<file path="src/rtl/xxh32_pkg.sv">
// xxh32_pkg: constants, command and status types and helper functions
// shared by the xxhash32 controller, datapath and top level
// depends on nothing
`timescale 1ns / 1ps

package xxh32_pkg;

    localparam logic [31:0] PRIME1 = 32'h9E3779B1;
    localparam logic [31:0] PRIME2 = 32'h85EBCA77;
    localparam logic [31:0] PRIME3 = 32'hC2B2AE3D;
    localparam logic [31:0] PRIME4 = 32'h27D4EB2F;
    localparam logic [31:0] PRIME5 = 32'h165667B1;

    localparam logic [2:0] FULL_COUNT = 3'd4;

    // datapath operation codes
    localparam logic [3:0] OP_NONE   = 4'd0;
    localparam logic [3:0] OP_ACCEPT = 4'd1;
    localparam logic [3:0] OP_LANE   = 4'd2;
    localparam logic [3:0] OP_INIT   = 4'd3;
    localparam logic [3:0] OP_TW_MUL = 4'd4;
    localparam logic [3:0] OP_TW_RND = 4'd5;
    localparam logic [3:0] OP_TB_MUL = 4'd6;
    localparam logic [3:0] OP_TB_RND = 4'd7;
    localparam logic [3:0] OP_AV1    = 4'd8;
    localparam logic [3:0] OP_AV2    = 4'd9;
    localparam logic [3:0] OP_DONE   = 4'd10;

    typedef struct packed {
        logic [3:0] op;
        logic [1:0] idx;
    } xxh32_cmd_t;

    typedef struct packed {
        logic [1:0] words;   // buffered whole words
        logic [2:0] count;   // clamped byte count of the latest word
    } xxh32_status_t;

    typedef logic [3:0][31:0] xxh32_lanes_t;

    // words that are not last, and counts above four, count as four bytes
    function automatic logic [2:0] clamp_count(input logic [2:0] bc, input logic is_last);
        logic [2:0] c;
        c = bc;
        if (!is_last || bc > FULL_COUNT)
            c = FULL_COUNT;
        return c;
    endfunction

    function automatic logic [31:0] rotl32(input logic [31:0] v, input int r);
        return (v << r) | (v >> (32 - r));
    endfunction

    function automatic xxh32_lanes_t lane_init(input logic [31:0] s);
        xxh32_lanes_t l;
        l[0] = s + PRIME1 + PRIME2;
        l[1] = s + PRIME2;
        l[2] = s;
        l[3] = s - PRIME1;
        return l;
    endfunction

endpackage

</file>
<file path="src/rtl/xxhash32_stream_hasher_core.sv">
// xxhash32_stream_hasher_core: seeded xxhash32 over a stream of 32-bit words.
// a word that is not last is accepted, then gets a lane round; accept, the
// lane round, the tail rounds and AV1/AV2 share one 32x32 multiplier. a last
// word then gets a lane round if full, an init step, a multiply and a round
// per buffered word and per loose byte, and the avalanche steps AV1, AV2, DONE.
// reset (rst_n, async low) clears the seed to 0 and loads lanes from it.
`timescale 1ns / 1ps

module xxhash32_stream_hasher_core (
    input  logic        clk,
    input  logic        rst_n,
    // seed register write port
    input  logic        cfg_wr_en,
    input  logic [31:0] cfg_wr_data,
    // input word channel
    input  logic        in_valid,
    output logic        in_ready,
    input  logic [31:0] data_word,
    input  logic [2:0]  byte_count,
    input  logic        last,
    // hash result channel
    output logic        out_valid,
    input  logic        out_ready,
    output logic [31:0] hash_value
);

    // command and status between the sequencer and the datapath
    xxh32_pkg::xxh32_cmd_t    cmd;
    xxh32_pkg::xxh32_status_t status;

    // sequencer: accepts input transactions only in its idle state, and
    // holds the final step while a previous hash is still waiting
    xxh32_ctrl u_ctrl (
        .clk        (clk),
        .rst_n      (rst_n),
        .in_valid   (in_valid),
        .in_ready   (in_ready),
        .byte_count (byte_count),
        .last       (last),
        .out_valid  (out_valid),
        .out_ready  (out_ready),
        .status     (status),
        .cmd        (cmd)
    );

    // datapath: lanes, stripe buffer, length, tail hash and output register;
    // a seed write with no word of the message seen reloads the lanes
    xxh32_datapath u_datapath (
        .clk         (clk),
        .rst_n       (rst_n),
        .cfg_wr_en   (cfg_wr_en),
        .cfg_wr_data (cfg_wr_data),
        .data_word   (data_word),
        .byte_count  (byte_count),
        .last        (last),
        .cmd         (cmd),
        .status      (status),
        .hash_value  (hash_value)
    );

endmodule

</file>
<file path="src/rtl/xxh32_datapath.sv">
// xxh32_datapath: lane accumulators, stripe buffer, hash register and the
// one shared 32x32 multiplier, driven by commands from the controller
// depends on xxh32_pkg
`timescale 1ns / 1ps

module xxh32_datapath (
    input  logic                    clk,
    input  logic                    rst_n,
    input  logic                    cfg_wr_en,
    input  logic [31:0]             cfg_wr_data,
    input  logic [31:0]             data_word,
    input  logic [2:0]              byte_count,
    input  logic                    last,
    input  xxh32_pkg::xxh32_cmd_t   cmd,
    output xxh32_pkg::xxh32_status_t status,
    output logic [31:0]             hash_value
);

    logic [31:0]              seed_reg;
    xxh32_pkg::xxh32_lanes_t  lane_reg;
    logic [31:0]              pend_reg [3];
    logic [31:0]              buf_reg [3];
    logic [1:0]               bufcnt_reg;
    logic [31:0]              len_reg;
    logic                     seen_reg;
    logic [31:0]              word_reg;
    logic [2:0]               cnt_reg;
    logic [31:0]              mul_reg;
    logic [31:0]              h_reg;
    logic [31:0]              hash_reg;

    logic [2:0]  cnt_in;
    logic        full_in;
    logic        msg_empty;
    logic [31:0] mul_a;
    logic [31:0] mul_b;
    logic [31:0] mul_out;
    logic [31:0] conv;
    logic [31:0] h_base;

    assign cnt_in    = xxh32_pkg::clamp_count(byte_count, last);
    assign full_in   = (cnt_in == xxh32_pkg::FULL_COUNT);
    assign msg_empty = (bufcnt_reg == 2'd0) && (len_reg == 32'd0) && !seen_reg;

    assign conv = xxh32_pkg::rotl32(lane_reg[0], 1) + xxh32_pkg::rotl32(lane_reg[1], 7)
                + xxh32_pkg::rotl32(lane_reg[2], 12) + xxh32_pkg::rotl32(lane_reg[3], 18);
    assign h_base = seen_reg ? conv : (seed_reg + xxh32_pkg::PRIME5);

    // operand select for the shared multiplier
    always_comb
    begin
        mul_a = 32'd0;
        mul_b = 32'd0;
        case (cmd.op)
            xxh32_pkg::OP_ACCEPT:
            begin
                mul_a = data_word;
                mul_b = xxh32_pkg::PRIME2;
            end
            xxh32_pkg::OP_LANE:
            begin
                mul_a = xxh32_pkg::rotl32(lane_reg[bufcnt_reg] + mul_reg, 13);
                mul_b = xxh32_pkg::PRIME1;
            end
            xxh32_pkg::OP_TW_MUL:
            begin
                mul_a = buf_reg[cmd.idx];
                mul_b = xxh32_pkg::PRIME3;
            end
            xxh32_pkg::OP_TW_RND:
            begin
                mul_a = xxh32_pkg::rotl32(h_reg + mul_reg, 17);
                mul_b = xxh32_pkg::PRIME4;
            end
            xxh32_pkg::OP_TB_MUL:
            begin
                mul_a = {24'd0, word_reg[8*cmd.idx +: 8]};
                mul_b = xxh32_pkg::PRIME5;
            end
            xxh32_pkg::OP_TB_RND:
            begin
                mul_a = xxh32_pkg::rotl32(h_reg + mul_reg, 11);
                mul_b = xxh32_pkg::PRIME1;
            end
            xxh32_pkg::OP_AV1:
            begin
                mul_a = h_reg ^ (h_reg >> 15);
                mul_b = xxh32_pkg::PRIME2;
            end
            xxh32_pkg::OP_AV2:
            begin
                mul_a = h_reg ^ (h_reg >> 13);
                mul_b = xxh32_pkg::PRIME3;
            end
            default:
            begin
                mul_a = 32'd0;
                mul_b = 32'd0;
            end
        endcase
    end

    // only the low half of the product is ever needed
    assign mul_out = mul_a * mul_b;

    // message state
    always_ff @(posedge clk or negedge rst_n)
    begin
        if (!rst_n)
        begin
            seed_reg   <= 32'd0;
            lane_reg   <= xxh32_pkg::lane_init(32'd0);
            bufcnt_reg <= 2'd0;
            len_reg    <= 32'd0;
            seen_reg   <= 1'b0;
        end
        else
        begin
            if (cfg_wr_en)
            begin
                seed_reg <= cfg_wr_data;
                if (msg_empty)
                    lane_reg <= xxh32_pkg::lane_init(cfg_wr_data);
            end
            case (cmd.op)
                xxh32_pkg::OP_ACCEPT:
                    len_reg <= len_reg + {29'd0, cnt_in};
                xxh32_pkg::OP_LANE:
                begin
                    if (bufcnt_reg == 2'd3)
                    begin
                        lane_reg[0] <= pend_reg[0];
                        lane_reg[1] <= pend_reg[1];
                        lane_reg[2] <= pend_reg[2];
                        lane_reg[3] <= mul_out;
                        seen_reg    <= 1'b1;
                        bufcnt_reg  <= 2'd0;
                    end
                    else
                        bufcnt_reg <= bufcnt_reg + 2'd1;
                end
                xxh32_pkg::OP_DONE:
                begin
                    lane_reg   <= xxh32_pkg::lane_init(seed_reg);
                    bufcnt_reg <= 2'd0;
                    len_reg    <= 32'd0;
                    seen_reg   <= 1'b0;
                end
                default:
                begin
                end
            endcase
        end
    end

    // payload registers
    always_ff @(posedge clk)
    begin
        case (cmd.op) inside
            xxh32_pkg::OP_ACCEPT:
            begin
                word_reg <= data_word;
                cnt_reg  <= cnt_in;
                mul_reg  <= mul_out;
                if (full_in && bufcnt_reg != 2'd3)
                    buf_reg[bufcnt_reg] <= data_word;
            end
            xxh32_pkg::OP_LANE:
            begin
                if (bufcnt_reg != 2'd3)
                    pend_reg[bufcnt_reg] <= mul_out;
            end
            xxh32_pkg::OP_INIT:
                h_reg <= h_base + len_reg;
            xxh32_pkg::OP_TW_MUL, xxh32_pkg::OP_TB_MUL:
                mul_reg <= mul_out;
            xxh32_pkg::OP_TW_RND, xxh32_pkg::OP_TB_RND,
            xxh32_pkg::OP_AV1, xxh32_pkg::OP_AV2:
                h_reg <= mul_out;
            xxh32_pkg::OP_DONE:
                hash_reg <= h_reg ^ (h_reg >> 16);
            default:
            begin
            end
        endcase
    end

    assign status.words = bufcnt_reg;
    assign status.count = cnt_reg;
    assign hash_value   = hash_reg;

endmodule

</file>
<file path="src/rtl/xxh32_ctrl.sv">
// xxh32_ctrl: state machine that sequences word intake, tail folding and
// avalanche, and owns both handshakes
// depends on xxh32_pkg
`timescale 1ns / 1ps

module xxh32_ctrl (
    input  logic                     clk,
    input  logic                     rst_n,
    input  logic                     in_valid,
    output logic                     in_ready,
    input  logic [2:0]               byte_count,
    input  logic                     last,
    output logic                     out_valid,
    input  logic                     out_ready,
    input  xxh32_pkg::xxh32_status_t status,
    output xxh32_pkg::xxh32_cmd_t    cmd
);

    localparam logic [3:0] S_IDLE = 4'd0;
    localparam logic [3:0] S_LANE = 4'd1;
    localparam logic [3:0] S_INIT = 4'd2;
    localparam logic [3:0] S_TWM  = 4'd3;
    localparam logic [3:0] S_TWR  = 4'd4;
    localparam logic [3:0] S_TBM  = 4'd5;
    localparam logic [3:0] S_TBR  = 4'd6;
    localparam logic [3:0] S_AV1  = 4'd7;
    localparam logic [3:0] S_AV2  = 4'd8;
    localparam logic [3:0] S_DONE = 4'd9;

    logic [3:0] state_reg, state_next;
    logic [1:0] idx_reg, idx_next;
    logic       last_reg, last_next;
    logic       out_valid_reg, out_valid_next;

    logic [2:0] cnt_in;
    logic       bytes_left;
    logic [2:0] idx_inc;

    assign cnt_in     = xxh32_pkg::clamp_count(byte_count, last);
    assign bytes_left = (status.count != xxh32_pkg::FULL_COUNT) && (status.count != 3'd0);
    assign idx_inc    = {1'b0, idx_reg} + 3'd1;

    always_comb
    begin
        state_next     = state_reg;
        idx_next       = idx_reg;
        last_next      = last_reg;
        out_valid_next = out_valid_reg && !out_ready;
        in_ready       = 1'b0;
        cmd.op         = xxh32_pkg::OP_NONE;
        cmd.idx        = idx_reg;
        unique case (state_reg)
            S_IDLE:
            begin
                in_ready = 1'b1;
                if (in_valid)
                begin
                    cmd.op     = xxh32_pkg::OP_ACCEPT;
                    last_next  = last;
                    state_next = (cnt_in == xxh32_pkg::FULL_COUNT) ? S_LANE : S_INIT;
                end
            end
            S_LANE:
            begin
                cmd.op     = xxh32_pkg::OP_LANE;
                state_next = last_reg ? S_INIT : S_IDLE;
            end
            S_INIT:
            begin
                cmd.op   = xxh32_pkg::OP_INIT;
                idx_next = 2'd0;
                if (status.words != 2'd0)
                    state_next = S_TWM;
                else if (bytes_left)
                    state_next = S_TBM;
                else
                    state_next = S_AV1;
            end
            S_TWM:
            begin
                cmd.op     = xxh32_pkg::OP_TW_MUL;
                state_next = S_TWR;
            end
            S_TWR:
            begin
                cmd.op = xxh32_pkg::OP_TW_RND;
                if (idx_inc < {1'b0, status.words})
                begin
                    idx_next   = idx_inc[1:0];
                    state_next = S_TWM;
                end
                else
                begin
                    idx_next   = 2'd0;
                    state_next = bytes_left ? S_TBM : S_AV1;
                end
            end
            S_TBM:
            begin
                cmd.op     = xxh32_pkg::OP_TB_MUL;
                state_next = S_TBR;
            end
            S_TBR:
            begin
                cmd.op = xxh32_pkg::OP_TB_RND;
                if (idx_inc < status.count)
                begin
                    idx_next   = idx_inc[1:0];
                    state_next = S_TBM;
                end
                else
                begin
                    idx_next   = 2'd0;
                    state_next = S_AV1;
                end
            end
            S_AV1:
            begin
                cmd.op     = xxh32_pkg::OP_AV1;
                state_next = S_AV2;
            end
            S_AV2:
            begin
                cmd.op     = xxh32_pkg::OP_AV2;
                state_next = S_DONE;
            end
            S_DONE:
            begin
                // hold until the output register is free
                if (!out_valid_reg || out_ready)
                begin
                    cmd.op         = xxh32_pkg::OP_DONE;
                    out_valid_next = 1'b1;
                    state_next     = S_IDLE;
                end
            end
            default:
                state_next = S_IDLE;
        endcase
    end

    always_ff @(posedge clk or negedge rst_n)
    begin
        if (!rst_n)
        begin
            state_reg     <= S_IDLE;
            idx_reg       <= 2'd0;
            last_reg      <= 1'b0;
            out_valid_reg <= 1'b0;
        end
        else
        begin
            state_reg     <= state_next;
            idx_reg       <= idx_next;
            last_reg      <= last_next;
            out_valid_reg <= out_valid_next;
        end
    end

    assign out_valid = out_valid_reg;

endmodule

</file>
<file path="config.mk">
export PLATFORM = sky130hd
export DESIGN_NAME = xxhash32_stream_hasher_core
export DESIGN_NICKNAME = d
export VERILOG_FILES = /design/src/rtl/xxh32_pkg.sv /design/src/rtl/xxhash32_stream_hasher_core.sv /design/src/rtl/xxh32_datapath.sv /design/src/rtl/xxh32_ctrl.sv
export SDC_FILE = /design/constraint.sdc
export NUM_CORES = 2
export LEC_CHECK = 0
export CAP_MARGIN = 40
export CORE_ASPECT_RATIO = 2
export CORE_MARGIN = 2
export CORE_UTILIZATION = 40
export CTS_BUF_LIST = sky130_fd_sc_hd__clkbuf_8 sky130_fd_sc_hd__clkbuf_16
export DETAILED_ROUTE_END_ITERATION = 12
export DONT_BUFFER_PORTS = 1
export GPL_TIMING_DRIVEN = 0
export PLACE_DENSITY_LB_ADDON = 0.15
export REMOVE_ABC_BUFFERS = 1
export SKIP_CTS_REPAIR_TIMING = 1
export SLEW_MARGIN = 20
export SYNTH_ARGS = -nofsm -noshare
export SYNTH_HDL_FRONTEND = slang
export SYNTH_HIERARCHICAL = 1
export SYNTH_SLANG_ARGS = --single-unit
</file>
<file path="constraint.sdc">
create_clock -name clk -period 14.9 [get_ports clk]
set_input_delay 0.745 -clock clk [delete_from_list [all_inputs] [get_ports clk]]
set_output_delay 0.745 -clock clk [all_outputs]
set_load 0.005 [all_outputs]
</file>
==> impl_metrics.csv <==
group,metric,value,unit
yosys,mappedNetlistArea,49520,um2
routing,drt_first_pass_iters,5,
setup_path,cp-start-kind,"register",
yosys,ys_seq_area_share,29.95,%
cts,cts_tree,"yes",
layout,largest_register_ffs,128,
yosys,syn_avg_cell_area,9.806,um2
floorplan,dieArea,126800,um2
floorplan,die_h,501.6,um
timing,fin_crit,14.61,ns
yosys,synth_warnings,6,
setup_path,cpMaxStageDelayCell,"a211oi_1",
layout,nets,5813,
grt,first_global_vias,41680,
cts,clock_sinks,526,
timing,drv_slew,0,
run_status,violations,"negative hold slack",
floorplan,placeableCoreArea,123000,um2
setup_path,path_common_cell,"xnor2_1",
timing,fmax,68.46,MHz
yosys,async_reset_ff_share,38.59,%
yosys,synth_cell_types,100,
layout,final_util,44.37,%
place,dp_hpwl,186300,um
routing,drcViolationCount,0,
setup_path,cp_max_fo,63,
cts,root_buffer,"clkbuf_16",
yosys,ys_ff_latch,526,
grt,grt_start_max_net_pins,204,
routing,viasPerCell,6.021,
cts,clk_latency,0.70,ns
setup_path,cp-end-kind,"register",
layout,drive_above_1_share,9.123,%
cts,numCtsBuffers,51,
timing,maxSlewHeadroom,16.48,%
floorplan,io_pins,107,
yosys,synth_area_leaders,"edfxtp_1, fa_1, dfrtp_1, ha_1, xnor2_1",
floorplan,start_util,40.27,%
timing,setup-violations-final,0,
routing,drt-initial-drc-count,3203,
floorplan,rows,182,
place,gp_congestion,1.112,
cts,clockBufferDepth,3,
setup_path,cpPeakStageDelay,0.77,ns
timing,period_share,98.03,%
timing,worst_pin_slew,1.253,ns
cts,h-tree-depth,2,
routing,routedWlPerCell,34.61,um
setup_path,path_class,"reg2reg",
grt,antenna_found_initial,16,
grt,grt_usage,36.63,%
routing,postRouteAntennaNets,0,
grt,gr-total-overflow,0,
place,placed_cells,6494,
timing,rsz0062_at_grt,"no",
layout,syn2layout_area_growth,10.18,%
setup_path,arrival,14.92,ns
routing,num_vias,39860,
job,drv_cap,0,
floorplan,dieWidth,252.8,um
yosys,synth_top_flop_cell,"edfxtp_1",
yosys,syn_inst,5050,
yosys,synth_top_area_share,19.59,%
timing,timing.hold.ws,-0.009015,ns
place,port_buffers,0,
grt,grt_pass1_wl,319100,um
routing,routed_wl,229100,um
cts,path_clk_slew,0.06,ns
yosys,yosys.area.top_type,"edfxtp_1",
setup_path,required,15.21,ns
timing,skew,0.1087,ns
layout,layout.cells.non_filler,6619,
layout,num-fill-cells,11990,
yosys,synth-edff-count,323,
timing,finalHoldViolCount,1,
run_status,run_status,"finished, violations left",
hold_path,hold_class,"in2async",
## cells in the mapped netlist, types with 43 or more instances
cell type,instances
xnor2_1,244
mux2i_1,56
clkbuf_1,163
or3_1,43
fa_1,475
nand2_1,502
a221o_1,50
xor2_1,179
nand2b_1,61
o221ai_1,53
o21ai_0,228
ha_1,266
a22oi_1,53
nor2_1,423
nand3_1,53
edfxtp_1,323
dfrtp_1,161
a21oi_1,375
inv_1,566
a21o_1,66
## layout make-up
| class | instances | area, um2 | area share [%] |
|---|---|---|---|
| multi-input cells | 3709 | 31930 | 58.51 |
| flip-flops and latches | 526 | 14850 | 27.21 |
| inverters | 570 | 2150 | 3.940 |
| well taps | 1564 | 1957 | 3.587 |
| repair buffers | 141 | 1928 | 3.534 |
| clock buffers | 52 | 1301 | 2.385 |
| clock inverters | 44 | 421.7 | 0.7728 |
| diodes | 13 | 32.53 | 0.05962 |
## critical path: cells and delay by family, from the launching register on
| family | cells | cell delay, ns |
|---|---|---|
| XOR/XNOR | 13 | 2.92 |
| AO/OA/AOI/OAI | 8 | 3.98 |
| flip-flops | 1 | 0.58 |
| buffers and inverters | 7 | 1.55 |
| adder cells (fa/ha/maj) | 8 | 3.92 |
| AND/OR/NAND/NOR | 5 | 1.22 |
## worst paths after layout
path,start,endpoint,slack (ns),cells after the start
worst min register to register,u_datapath/pend_reg[0][21],u_datapath/lane_reg[21],0.45,2
min in group clk,cfg_wr_data[0],u_datapath/seed_reg[0],0.16,2
worst max register to register,u_ctrl/state_reg[3],u_datapath/pend_reg[2][31],0.29,41
worst min-delay path,rst_n,u_datapath/seed_reg[6],-0.009,1
max in group asynchronous,rst_n,u_datapath/lane_reg[29],13.67,1
worst max-delay path,u_ctrl/state_reg[3],u_datapath/pend_reg[2][31],0.29,41
## layer usage
metal	track usage [%]	vias to the layer above	part of all wire (%)
met1	33.54	20140	29
met3	6.016	823	5.5
met2	64.31	1685	50
met5	0	-	0.021
li1	-	17200	-
met4	41.66	8	15
## cell families after synthesis
| logic type | count (synthesis) | share of synthesized area [%] |
|---|---|---|
| adder cells (fa/ha/maj) | 741 | 25.92 |
| flip-flops | 526 | 29.95 |
| buffers and inverters | 815 | 6.450 |
| multiplexers | 131 | 3.792 |
| XOR/XNOR | 428 | 7.688 |
| AO/OA/AOI/OAI | 1126 | 14.69 |
| AND/OR/NAND/NOR | 1283 | 11.50 |
## placed cells by master, fill, tap and decap left out, types with 20 or more instances in the layout
master,instances
inv_1,574
nand2_1,498
fa_1,475
nor2_1,404
a21oi_1,370
edfxtp_1,323
ha_1,265
xnor2_1,225
o21ai_0,222
xor2_1,179
dfrtp_1,156
a21o_1,66
nand2b_1,61
mux2i_1,56
clkbuf_16,52
nand3_1,52
o221ai_1,52
a221o_1,50
a22oi_1,49
or3_1,43
mux4_2,42
dfstp_2,42
nor3_1,38
a31oi_1,36
buf_6,34
mux2_2,33
o21bai_1,29
o21a_1,29
buf_4,28
nor2b_1,26
a211oi_1,25
buf_8,23
and3_1,21
xnor2_2,21
o211ai_1,20
## stage by stage
stage               setup slack [ns]  area, um2  hold WS (ns)  setup TNS, ns
finish                        0.2933      54560     -0.009015              0
floorplan                      2.794      48470        0.4297              0
global route                  0.1125      54530        0.1304              0
CTS                           0.6128      54280       -0.2792              0
detailed placement            0.7197      52560        0.4398              0
global placement              -6.571      50430        0.4342       -1000.53
Power is left out: the tool's default activity adds up to more than one toggle a clock period on the data nets, which glitch-free logic cannot reach.
